File: config.mk
export PLATFORM = sky130hd
export DESIGN_NAME = mqtt_packet_deframer_core_flat
export DESIGN_NICKNAME = d
export VERILOG_FILES = /design/src/rtl/core/mpd_pkg.sv /design/src/rtl/core/mpd_if.sv /design/src/rtl/core/mpd_rsp_fifo.sv /design/src/rtl/core/mqtt_packet_deframer_core.sv /design/src/flat_wrapper.sv
export SDC_FILE = /design/constraint.sdc
export NUM_CORES = 1
export LEC_CHECK = 0
export BUFFER_PORTS_ARGS = -buffer_cell sky130_fd_sc_hd__buf_2
export CAP_MARGIN = 10
export CORE_MARGIN = 3
export CORE_UTILIZATION = 25
export DETAILED_ROUTE_END_ITERATION = 10
export MAX_ROUTING_LAYER = met4
export SYNTH_ARGS = -nofsm -noshare
export SYNTH_HDL_FRONTEND = slang
export SYNTH_SLANG_ARGS = --single-unit
export TNS_END_PERCENT = 1
File: constraint.sdc
create_clock -name clock -period 5 [get_ports clock]
set_input_delay 0.25 -clock clock [delete_from_list [all_inputs] [get_ports clock]]
set_output_delay 0.25 -clock clock [all_outputs]
set_load 0.02 [all_outputs]
File: src/rtl/core/mpd_pkg.sv
// Package for the MQTT packet deframer: result kinds, limits and the
// result/queue types shared by the modules. No dependencies.
`timescale 1ns / 1ps
`default_nettype none

package mpd_pkg;

   // Longest remaining-length field, in bytes.
   localparam int MAX_LENGTH_BYTES = 4;

   // Result kinds
   localparam logic [2:0] KIND_TOPIC   = 3'd0;
   localparam logic [2:0] KIND_PAYLOAD = 3'd1;
   localparam logic [2:0] KIND_END     = 3'd2;
   localparam logic [2:0] KIND_CONNACK = 3'd3;
   localparam logic [2:0] KIND_LENERR  = 3'd4;

   // Control packet types from the fixed header
   localparam logic [3:0] TYPE_CONNACK = 4'd2;
   localparam logic [3:0] TYPE_PUBLISH = 4'd3;

   // Result queue geometry
   localparam int RSP_DEPTH = 4;
   localparam int RSP_PTR_W = 2;
   localparam int RSP_CNT_W = 3;

   typedef struct packed {
      logic [2:0] kind;
      logic [7:0] data;
      logic       connack_accepted;
      logic       last_of_run;
   } result_type;

   // Results produced by one accepted byte: zero, one or two of them.
   typedef struct packed {
      logic [1:0] count;
      result_type first;
      result_type second;
   } push_type;

endpackage

`default_nettype wire

File: src/rtl/core/mpd_if.sv
// Valid/ready channel interfaces for the deframer: received bytes in,
// decoded results out. No dependencies.
`timescale 1ns / 1ps
`default_nettype none

interface mpd_req_if;
   logic       valid;
   logic       ready;
   logic [7:0] rx_byte;

   modport source (output valid, output rx_byte, input ready);
   modport sink   (input valid, input rx_byte, output ready);
endinterface

interface mpd_rsp_if;
   logic       valid;
   logic       ready;
   logic [2:0] kind;
   logic [7:0] data;
   logic       connack_accepted;
   logic       last_of_run;

   modport source (output valid, output kind, output data, output connack_accepted,
                   output last_of_run, input ready);
   modport sink   (input valid, input kind, input data, input connack_accepted,
                   input last_of_run, output ready);
endinterface

`default_nettype wire

File: src/rtl/core/mpd_rsp_fifo.sv
// Four-entry result queue that takes up to two results per cycle and
// drives the result channel from its head. Depends on mpd_pkg, mpd_if.
`timescale 1ns / 1ps
`default_nettype none

module mpd_rsp_fifo (
   input  wire logic             clock,
   input  wire logic             reset,
   input  wire mpd_pkg::push_type push_in,
   output logic                  room,
   mpd_rsp_if.source             rsp_bus
);

   mpd_pkg::result_type                  entry_ff [mpd_pkg::RSP_DEPTH];
   logic [mpd_pkg::RSP_PTR_W-1:0]        wr_ptr_ff, wr_ptr_in;
   logic [mpd_pkg::RSP_PTR_W-1:0]        rd_ptr_ff, rd_ptr_in;
   logic [mpd_pkg::RSP_CNT_W-1:0]        count_ff, count_in;
   logic                                 pop;
   mpd_pkg::result_type                  head;

   assign pop  = rsp_bus.valid && rsp_bus.ready;
   assign head = entry_ff[rd_ptr_ff];

   assign rsp_bus.valid            = (count_ff != '0);
   assign rsp_bus.kind             = head.kind;
   assign rsp_bus.data             = head.data;
   assign rsp_bus.connack_accepted = head.connack_accepted;
   assign rsp_bus.last_of_run      = head.last_of_run;

   // Room for a full pair, regardless of a pop in the same cycle.
   assign room = (count_ff <= mpd_pkg::RSP_CNT_W'(mpd_pkg::RSP_DEPTH - 2));

   always_comb begin
      wr_ptr_in = wr_ptr_ff + mpd_pkg::RSP_PTR_W'(push_in.count);
      rd_ptr_in = rd_ptr_ff + mpd_pkg::RSP_PTR_W'(pop);
      count_in  = count_ff + mpd_pkg::RSP_CNT_W'(push_in.count)
                  - mpd_pkg::RSP_CNT_W'(pop);
   end

   always_ff @(posedge clock) begin
      if (reset) begin
         wr_ptr_ff <= '0;
         rd_ptr_ff <= '0;
         count_ff  <= '0;
      end else begin
         wr_ptr_ff <= wr_ptr_in;
         rd_ptr_ff <= rd_ptr_in;
         count_ff  <= count_in;
      end
   end

   always_ff @(posedge clock) begin
      if (push_in.count != 2'd0) begin
         entry_ff[wr_ptr_ff] <= push_in.first;
      end
      if (push_in.count == 2'd2) begin
         entry_ff[wr_ptr_ff + mpd_pkg::RSP_PTR_W'(1)] <= push_in.second;
      end
   end

endmodule

`default_nettype wire

File: src/rtl/core/mqtt_packet_deframer_core.sv
// MQTT 3.1.1 receive deframer: parses a stream of back-to-back packets one
// byte per beat and queues the results. Depends on mpd_pkg, mpd_if, mpd_rsp_fifo.
//
// Usage: one received byte per req beat, at up to one beat per clock. Each
// accepted byte updates the parser state in the same cycle and lands its
// results (none, one or two) in a four-entry result queue; they are registered
// there before they show at the rsp port. req_bus.ready
// drops only while the queue holds more than two results, i.e. when the rsp
// side stalls or a run of two-result bytes outpaces the one-result-per-cycle
// drain. Results per byte: topic byte, payload byte, message end (PUBLISH),
// connack status (CONNACK, code 255 when the body is shorter than two bytes)
// and length error (remaining length longer than four bytes; the next byte is
// then taken as a fresh fixed header). last_of_run marks the final result of
// each byte. Other packet types are consumed silently.
`timescale 1ns / 1ps
`default_nettype none

module mqtt_packet_deframer_core (
   input  wire logic clock,
   input  wire logic reset,
   mpd_req_if.sink   req_bus,
   mpd_rsp_if.source rsp_bus
);

   // Parser phases
   localparam logic [2:0] PH_HEADER  = 3'd0;
   localparam logic [2:0] PH_LENGTH  = 3'd1;
   localparam logic [2:0] PH_SKIP    = 3'd2;
   localparam logic [2:0] PH_CONNACK = 3'd3;
   localparam logic [2:0] PH_TLEN_HI = 3'd4;
   localparam logic [2:0] PH_TLEN_LO = 3'd5;
   localparam logic [2:0] PH_TOPIC   = 3'd6;
   localparam logic [2:0] PH_PAYLOAD = 3'd7;

   logic [2:0]  phase_ff,        phase_in;
   logic [3:0]  packet_type_ff,  packet_type_in;
   logic [1:0]  qos_ff,          qos_in;
   logic [27:0] remaining_ff,    remaining_in;
   logic [1:0]  byte_index_ff,   byte_index_in;
   logic [7:0]  topic_hi_ff,     topic_hi_in;
   logic [15:0] topic_left_ff,   topic_left_in;
   logic [1:0]  id_skip_ff,      id_skip_in;
   logic        msg_valid_ff,    msg_valid_in;
   logic [7:0]  connack_code_ff, connack_code_in;

   logic                accept;
   logic                room;
   logic [7:0]          b;
   logic [27:0]         len_add;
   logic [27:0]         rem_dec;
   logic [15:0]         topic_len;
   logic                finish;
   logic                emit_valid;
   mpd_pkg::result_type emit_res;
   logic                fin_valid;
   mpd_pkg::result_type fin_res;
   mpd_pkg::push_type   push;

   assign b             = req_bus.rx_byte;
   assign accept        = req_bus.valid && req_bus.ready;
   assign req_bus.ready = room;

   // Seven-bit group of the length field placed at its position.
   always_comb begin
      unique case (byte_index_ff)
         2'd0: len_add = {21'b0, b[6:0]};
         2'd1: len_add = {14'b0, b[6:0], 7'b0};
         2'd2: len_add = {7'b0, b[6:0], 14'b0};
         2'd3: len_add = {b[6:0], 21'b0};
         default: len_add = '0;
      endcase
   end

   assign rem_dec   = remaining_ff - 28'd1;
   assign topic_len = {topic_hi_ff, b};

   always_comb begin
      // hold by default
      phase_in        = phase_ff;
      packet_type_in  = packet_type_ff;
      qos_in          = qos_ff;
      remaining_in    = remaining_ff;
      byte_index_in   = byte_index_ff;
      topic_hi_in     = topic_hi_ff;
      topic_left_in   = topic_left_ff;
      id_skip_in      = id_skip_ff;
      msg_valid_in    = msg_valid_ff;
      connack_code_in = connack_code_ff;
      finish          = 1'b0;
      emit_valid      = 1'b0;
      emit_res        = '0;

      unique case (phase_ff)
         PH_HEADER: begin
            packet_type_in  = b[7:4];
            qos_in          = b[2:1];
            remaining_in    = '0;
            byte_index_in   = '0;
            msg_valid_in    = 1'b0;
            connack_code_in = 8'hFF;
            phase_in        = PH_LENGTH;
         end
         PH_LENGTH: begin
            remaining_in = remaining_ff + len_add;
            if (b[7]) begin
               if ({1'b0, byte_index_ff} + 3'd1 >= 3'(mpd_pkg::MAX_LENGTH_BYTES)) begin
                  // overlong length field: report and resynchronize
                  phase_in       = PH_HEADER;
                  byte_index_in  = '0;
                  emit_valid     = 1'b1;
                  emit_res.kind  = mpd_pkg::KIND_LENERR;
               end else begin
                  byte_index_in = byte_index_ff + 2'd1;
               end
            end else begin
               byte_index_in = '0;
               if (remaining_in == '0) begin
                  finish = 1'b1;
               end else if (packet_type_ff == mpd_pkg::TYPE_CONNACK) begin
                  phase_in = PH_CONNACK;
               end else if (packet_type_ff == mpd_pkg::TYPE_PUBLISH) begin
                  phase_in = PH_TLEN_HI;
               end else begin
                  phase_in = PH_SKIP;
               end
            end
         end
         PH_CONNACK: begin
            if (byte_index_ff == 2'd1) begin
               connack_code_in = b;
            end
            if (byte_index_ff < 2'd2) begin
               byte_index_in = byte_index_ff + 2'd1;
            end
         end
         PH_TLEN_HI: begin
            topic_hi_in = b;
            phase_in    = PH_TLEN_LO;
         end
         PH_TLEN_LO: begin
            // this byte still counts in remaining, so the topic fits when len < remaining
            if ({12'b0, topic_len} < remaining_ff) begin
               msg_valid_in  = 1'b1;
               topic_left_in = topic_len;
               id_skip_in    = (qos_ff != 2'd0) ? 2'd2 : 2'd0;
               phase_in      = (topic_len != 16'd0) ? PH_TOPIC : PH_PAYLOAD;
            end else begin
               phase_in = PH_SKIP;
            end
         end
         PH_TOPIC: begin
            emit_valid    = 1'b1;
            emit_res.kind = mpd_pkg::KIND_TOPIC;
            emit_res.data = b;
            topic_left_in = topic_left_ff - 16'd1;
            if (topic_left_in == 16'd0) begin
               phase_in = PH_PAYLOAD;
            end
         end
         PH_PAYLOAD: begin
            if (id_skip_ff != 2'd0) begin
               id_skip_in = id_skip_ff - 2'd1;
            end else begin
               emit_valid    = 1'b1;
               emit_res.kind = mpd_pkg::KIND_PAYLOAD;
               emit_res.data = b;
            end
         end
         PH_SKIP: begin
         end
         default: begin
         end
      endcase

      // every body byte consumes one count of the remaining length
      if (phase_ff != PH_HEADER && phase_ff != PH_LENGTH) begin
         remaining_in = rem_dec;
         if (rem_dec == '0) begin
            finish = 1'b1;
         end
      end

      // end of packet: report and return to the fixed header
      fin_valid = 1'b0;
      fin_res   = '0;
      if (finish) begin
         if (packet_type_ff == mpd_pkg::TYPE_CONNACK) begin
            fin_valid                = 1'b1;
            fin_res.kind             = mpd_pkg::KIND_CONNACK;
            fin_res.data             = connack_code_in;
            fin_res.connack_accepted = (connack_code_in == 8'd0);
         end else if (packet_type_ff == mpd_pkg::TYPE_PUBLISH && msg_valid_in) begin
            fin_valid    = 1'b1;
            fin_res.kind = mpd_pkg::KIND_END;
         end
         msg_valid_in = 1'b0;
         phase_in     = PH_HEADER;
      end
   end

   // Pack the byte's results in order and flag the last one.
   always_comb begin
      push = '0;
      if (accept) begin
         if (emit_valid && fin_valid) begin
            push.count              = 2'd2;
            push.first              = emit_res;
            push.second             = fin_res;
            push.second.last_of_run = 1'b1;
         end else if (emit_valid) begin
            push.count             = 2'd1;
            push.first             = emit_res;
            push.first.last_of_run = 1'b1;
         end else if (fin_valid) begin
            push.count             = 2'd1;
            push.first             = fin_res;
            push.first.last_of_run = 1'b1;
         end
      end
   end

   always_ff @(posedge clock) begin
      if (reset) begin
         phase_ff        <= PH_HEADER;
         packet_type_ff  <= '0;
         qos_ff          <= '0;
         remaining_ff    <= '0;
         byte_index_ff   <= '0;
         topic_hi_ff     <= '0;
         topic_left_ff   <= '0;
         id_skip_ff      <= '0;
         msg_valid_ff    <= 1'b0;
         connack_code_ff <= 8'hFF;
      end else if (accept) begin
         phase_ff        <= phase_in;
         packet_type_ff  <= packet_type_in;
         qos_ff          <= qos_in;
         remaining_ff    <= remaining_in;
         byte_index_ff   <= byte_index_in;
         topic_hi_ff     <= topic_hi_in;
         topic_left_ff   <= topic_left_in;
         id_skip_ff      <= id_skip_in;
         msg_valid_ff    <= msg_valid_in;
         connack_code_ff <= connack_code_in;
      end
   end

   mpd_rsp_fifo u_rsp_fifo (
      .clock   (clock),
      .reset   (reset),
      .push_in (push),
      .room    (room),
      .rsp_bus (rsp_bus)
   );

endmodule

`default_nettype wire
File: src/flat_wrapper.sv
// flat-port wrapper written by rule: the top's interface ports become plain ports
module mqtt_packet_deframer_core_flat 
  (clock, reset, req_bus_valid, req_bus_rx_byte, req_bus_ready, rsp_bus_valid, rsp_bus_kind, rsp_bus_data, rsp_bus_connack_accepted, rsp_bus_last_of_run, rsp_bus_ready);
  mpd_req_if req_bus_i ();
  mpd_rsp_if rsp_bus_i ();
  input  wire logic clock;
  input  wire logic reset;
  input wire logic [$bits(req_bus_i.valid)-1:0] req_bus_valid;
  input wire logic [$bits(req_bus_i.rx_byte)-1:0] req_bus_rx_byte;
  output wire logic [$bits(req_bus_i.ready)-1:0] req_bus_ready;
  output wire logic [$bits(rsp_bus_i.valid)-1:0] rsp_bus_valid;
  output wire logic [$bits(rsp_bus_i.kind)-1:0] rsp_bus_kind;
  output wire logic [$bits(rsp_bus_i.data)-1:0] rsp_bus_data;
  output wire logic [$bits(rsp_bus_i.connack_accepted)-1:0] rsp_bus_connack_accepted;
  output wire logic [$bits(rsp_bus_i.last_of_run)-1:0] rsp_bus_last_of_run;
  input wire logic [$bits(rsp_bus_i.ready)-1:0] rsp_bus_ready;
  assign req_bus_i.valid = req_bus_valid;
  assign req_bus_i.rx_byte = req_bus_rx_byte;
  assign req_bus_ready = req_bus_i.ready;
  assign rsp_bus_valid = rsp_bus_i.valid;
  assign rsp_bus_kind = rsp_bus_i.kind;
  assign rsp_bus_data = rsp_bus_i.data;
  assign rsp_bus_connack_accepted = rsp_bus_i.connack_accepted;
  assign rsp_bus_last_of_run = rsp_bus_i.last_of_run;
  assign rsp_bus_i.ready = rsp_bus_ready;
  mqtt_packet_deframer_core u_core (.clock(clock), .reset(reset), .req_bus(req_bus_i), .rsp_bus(rsp_bus_i));
endmodule
* Yosys cells after proc, flatten, opt, wreduce, memory -nomap -nowiden
Memory sizes are Yosys's and may differ from the RTL's. A register that Yosys moved wholly into a read port is not among the register bits.
Cells that the tools add are included.
** Operators by class
- Add/sub/neg operators :: 11
- $lt $le $gt $ge :: 4
- Eq/ne operators :: 19
- Muxes and demuxes :: 59
- Reduce and logical (&&, ||, !) cells :: 29
** Operator list (number)
- $pmux W28 S4 :: 1
- $logic_not A28 Y1 :: 2
- $mux W28 :: 2
- $pmux W28 S2 :: 1
- $mux W3 :: 11
- $pmux W16 S2 :: 1
- $pmux W8 S2 :: 2
- $mux W15 :: 2
- $add A28 B28 Y28 :: 1
- $lt A16 B28 Y1 :: 1
- $sub A28 B1 Y28 const B :: 1
- $mux W1 :: 18
- $mux W9 :: 2
- $logic_not A16 Y1 :: 1
- $mux W16 :: 1
- $mux W2 :: 8
- $reduce_bool A16 Y1 :: 1
- $sub A16 B1 Y16 const B :: 1
- $pmux W3 S5 :: 1
- $mux W14 :: 1
- $mux W13 :: 1
- $eq A3 B3 Y1 const B :: 4
- $mux W12 :: 1
- $reduce_bool A3 Y1 :: 4
- other kinds (35) :: 53
** Word-level totals
- Register bits after elaboration :: 81
- RAM bits :: 52
- Input port bits :: 12
- Output and inout port bits :: 15
- Word-level logic and storage cells :: 136
- Memories kept :: 1
** Memory list
- u_core.u_rsp_fifo.entry_ff :: depth 4, width 13, read ports 1, clocked after memory_dff 1, wr ports 2, line mpd_rsp_fifo.sv:14 : mpd_pkg::result_type entry_ff [mpd_pkg::RSP_DEPTH];

* Depth between registers and ports, before layout
- Depth in word-level cells :: 17
- Depth in mapped cells :: 26
- Depth with buffers taken out :: 23

* Hierarchy
From an unflattened synthesis, not the netlist that was laid out.
** Unflattened totals
- Cell total of the unflattened synthesis :: 1187
- Area total of the unflattened synthesis :: 10219.8 um2
** By module, submodules not included
- mqtt_packet_deframer_core :: instances 1, cells each 1013, area each 7226.9 um2, seq. area each 1481.4 um2
- mpd_rsp_fifo :: instances 1, cells each 174, area each 2992.9 um2, seq. area each 1701.6 um2

* Worst setup path after synthesis
OpenSTA, ideal clock, no wires.
- Kind :: register -> register
- From :: register u_core.byte_index_ff[1]
- To :: memory u_core.u_rsp_fifo.entry_ff[1][8] (netlist name) (data pin)
- Library setup time :: 277 ps
- Arrival :: 5174 ps
- Required time :: 4723 ps
- Path slack :: -450 ps
- Cell stages (with the launch flop) :: 25
- Buffers on the path :: 5
- Period minus slack after synthesis :: 5450 ps
- Cells stage by stage :: dfxtp_1 inv_1 ha_1 clkbuf_1 and2_1 ha_1 clkbuf_1 nand4_1 a2111oi_0 a31oi_1 o31ai_1 a211oi_1 xnor2_1 nor4b_1 a41o_1 buf_2 buf_4 and3_1 ha_1 clkbuf_1 o21ai_1 or2_2 nor2_1 a31oi_1 o22ai_1
** RTL lines
- from (decl) :: line mqtt_packet_deframer_core.sv:39 : logic [1:0] byte_index_ff, byte_index_in;
- from (signal assigned) :: line mqtt_packet_deframer_core.sv:239 : byte_index_ff <= byte_index_in;
- to (decl) :: line mpd_rsp_fifo.sv:14

==> qor.csv <==
stage;metric;value;unit
floorplan;core_area;37930;sq um
sta;drv_slew;0;
route;num_vias;9708;
power;ir_drop;219.4;uV
grt;grt_pass1_wl;49190;microns
place;pre_cts_ws;-0.3735;ns
place;port_buffers;26;
job;maxCapViolCount;0;
floorplan;io_pins;27;
route;wl_per_cell;16.76;microns
setup_path;cp_max_fo;12;
setup_path;slowest_delay;0.55;ns
route;wirelength;30830;microns
grt;antenna_found_initial;3;
route;ant_nets;0;
layout;final_common_cell;buf_4;
floorplan;die_w;203.0;microns
layout;final_util;0.3341;
layout;drive_gt1_frac;0.2564;
cts;clkLatencyLatePin;0.44;ns
sta;hold_viol;0;
setup_path;cp-end-kind;flop;
logic_synthesis;yosysSeqAreaShare;0.3240;
worst_hold_path;whs_path_depth;4;
logic_synthesis;avgSynthCellArea;8.256;sq um
layout;final_cell_mix;buf_4 (160), nor2_1 (106), nand2_1 (96), dfxtp_1 (83), o21ai_0 (75);
floorplan;die_area;41200;sq um
sta;setup_viol_count_final;0;
sta;fin_crit;4.941;ns
sta;postLayoutSetupSlackWorst;0.05876;ns
power;total_power;4.084;mW
power;swShare;0.3602;
cts;postCtsHoldBufs;0;
power;combPwrFrac;0.356;
place;hpwl;22520;microns
logic_synthesis;synth_area_leaders;dfxtp_1 (18%), edfxtp_1 (15%), ha_1 (7.6%);
sta;fmax;202.4;MHz
route;routed_via_density;5.276;
floorplan;rows;71;
power;power_density;322.3;nW/um^2
layout;syn_to_final_growth;30.63;%
grt;grt_overflow;0;
sta;fin_tns_setup;0;ns
floorplan;initial_core_util;0.2557;
power;p_seq_frac;0.317;
sta;worstMarginPinSlew;1.077;ns
setup_path;critPathBufInv;5;
setup_path;path_delay_family;simple AND/OR/NAND/NOR gates;
setup_path;r2r_end;u_core.u_rsp_fifo.entry_ff[1][11]$_DFFE_PP_;
setup_path;reg2reg_depth;21;
sta;fin_skew;0.007146;ns
logic_synthesis;async_flop_share;0;
cts;htree_levels;4;
run_status;status;complete, no violations;
setup_path;arrival;5.09;ns
cts;cts_made_buffers;17;
logic_synthesis;ys_ff_latch;133;
layout;final_area;12670;sq um
logic_synthesis;netlist.area_leader.share;0.1754;
sta;slew_headroom;0.2798;
grt;grt.total_usage;0.1503;
worst_hold_path;worstHoldStart;req_bus_rx_byte[6];
layout;multi_input_area;6643;sq um
logic_synthesis;synth.largest_area_cell;dfxtp_1;
sta;finalCritPeriodShare;0.9882;
power;p_clk_frac;0.327;
logic_synthesis;synthFlopType;dfxtp_1;
setup_path;crit_top_cell;buf_4;
setup_path;path_cells;buf_4 -> ha_1 -> nor2b_4 -> buf_4 -> and2_1 -> ha_1 -> nand2_1 -> buf_4 -> o21a_1 -> a211o_1 -> a311o_1 -> nand4_1 -> nand3_1 -> nor4b_2 -> a41o_1 -> and3_4 -> ha_4 -> buf_4 -> or4_4 -> nand2_4 -> buf_12;
logic_synthesis;ys_warn_count;0;
grt;grt_start_max_net_pins;82;
setup_path;r2r_start;u_core.byte_index_ff[1]$_SDFFE_PP0P_;
setup_path;rrSetupSlack;0.06;ns
worst_hold_path;hp-class;primary input to flop;
power;p_int;2.613;mW
layout;nFillCells;3933;
layout;ff_latch_area;3146;sq um
logic_synthesis;syn_nets;1248;
route;drt_iter0_markers;919;
floorplan;die_height;203.0;microns
worst_hold_path;hold_path_end;u_core.packet_type_ff[2]$_SDFFE_PP0P_;
route;drt_pass1_iterations;6;
logic_synthesis;synthCells;1175;
logic_synthesis;syn_area;9701;sq um
power;power.leakage;4.923;nW
cts;cts_sinks;133;
cts;cts_root_buf;clkbuf_16;
sta;rsz0062_at_grt;true;
cts;cts_tree;built;
setup_path;cp-start-kind;flop;
logic_synthesis;yosys.cell_types.count;74;
setup_path;path_class;flop to flop;
cts;cts_buffer_depth;2;
route;drc;0;
grt;first_global_vias;9321;
place;dpl_cell_area;11520;sq um
setup_path;slowest_stage;or4_4;
layout;nNetsFinal;1386;
power;p_switching;1.471;mW
cts;clkTransAtPathRegs;0.06;ns
setup_path;critPathRequiredTime;5.15;ns
logic_synthesis;synth_edf_count;48;
place;routabilityCongestion;0.8973;
-- area by class of cell --
class	count	share of cell area
inverters	41	0.01214
repair buffers	195	0.1158
clock inverters	13	0.01442
multi-input cells	925	0.5242
well taps	511	0.05045
flip-flops and latches	133	0.2482
clock buffers	19	0.03416
diodes	3	0.0005924
-- how the worst max path moves through the flow --
stage,from,to,slack (ns),cells past startpoint
2_1_floorplan,u_core.byte_index_ff[0]$_SDFFE_PP0P_,u_core.u_rsp_fifo.entry_ff[1][8]$_DFFE_PP_,-0.02,24
3_3_place_gp,u_core.byte_index_ff[0]$_SDFFE_PP0P_,u_core.u_rsp_fifo.entry_ff[1][6]$_DFFE_PP_,-0.27,19
3_5_place_dp,u_core.byte_index_ff[0]$_SDFFE_PP0P_,u_core.u_rsp_fifo.entry_ff[1][5]$_DFFE_PP_,-0.37,20
4_1_cts,u_core.byte_index_ff[0]$_SDFFE_PP0P_,u_core.u_rsp_fifo.entry_ff[3][10]$_DFFE_PP_,-0.04,21
5_1_grt,u_core.byte_index_ff[0]$_SDFFE_PP0P_,u_core.u_rsp_fifo.count_ff[2]$_SDFF_PP0_,-0.13,23
6_report,u_core.byte_index_ff[1]$_SDFFE_PP0P_,u_core.u_rsp_fifo.entry_ff[1][11]$_DFFE_PP_,0.06,21
-- state kept, by name, indices dropped and copies added (netlist names) --
signal and count:
u_core.byte_index_ff 2, u_core.connack_code_ff 8, u_core.id_skip_ff 2, u_core.msg_valid_ff 1, u_core.packet_type_ff 4, u_core.phase_ff 3, u_core.qos_ff 2, u_core.remaining_ff 28
u_core.topic_hi_ff 8, u_core.topic_left_ff 16, u_core.u_rsp_fifo.count_ff 3, u_core.u_rsp_fifo.entry_ff 52, u_core.u_rsp_fifo.rd_ptr_ff 2, u_core.u_rsp_fifo.wr_ptr_ff 2
-- metal layers --
metal,track usage,part of all wire,vias to the layer above
li1,-,-,4682
met1,0.2081,0.47,4674
met2,0.2266,0.46,308
met3,0.02806,0.058,44
met4,0.03737,0.016,0
met5,-,0,-
-- cell families after synthesis --
kind of cell               count (synthesis)  share of synthesized area
xor gates and xnor gates                  44                    0.03973
adders and majority gates                 61                    0.08023
DFF                                      133                     0.3240
and+or+nand+nor                          421                     0.2172
buffers and inverters                    117                    0.04721
AOI/OAI and AO/OA                        368                     0.2429
muxes                                     31                    0.04875
-- stage by stage --
stage	cells	hold slack (ns)
global route	1840	0.3076
CTS	1833	0.2427
detailed placement	1801	0.4688
global placement	1801	0.4547
floorplan	1175	0.4383
finish	1840	0.2770
-- synthesized netlist by cell type (all sizes together) (5+ instances only) --
library cell and n:
buf 8, o21a 6, o21ai 93, o22ai 46, nand4 22, ha 59
or4 7, a21o 21, inv 41, nor4 20, a22o 6, or2 7
nand2b 8, dfxtp 85, nor2b 10, or3 13, nand3 33, clkbuf 68
a22oi 19, a2111oi 5, nand2 103, nor2 107, a31oi 13, xnor2 26
and2 30, a221oi 7, nor3 39, o31ai 11, a211oi 18, a211o 12
edfxtp 48, and3 8, a21oi 76, xor2 18, mux2i 18, o211ai 7
mux4 13
-- timing repair --
item                                    4_1_cts  5_1_grt
endpoints found under the setup margin      104      103
cloned                                        0        0
pin swaps                                     8       29
resized for setup                            27       74
setup buffers                                 0        4
-- worst reg2reg max path, stage by stage, from the launching register on --
cell	delay [ns]
dfxtp_2	0.32
buf_4	0.14
ha_1	0.19
nor2b_4	0.15
buf_4	0.13
and2_1	0.15
ha_1	0.34
nand2_1	0.09
buf_4	0.14
o21a_1	0.24
a211o_1	0.31
a311o_1	0.32
nand4_1	0.14
nand3_1	0.12
nor4b_2	0.23
a41o_1	0.24
and3_4	0.24
ha_4	0.24
buf_4	0.16
or4_4	0.55
nand2_4	0.08
buf_12	0.13
-- power groups by stage --
stage	Sequential, mW	Clock, mW	Combinational [mW]
detailed placement	1.31	0	1.36
CTS	1.29	1.35	1.39
finish	1.29	1.34	1.46
global route	1.31	1.40	1.60
global placement	1.31	0	1.34
floorplan	1.26	0	0.963
(Power assumes the default switching activity.)
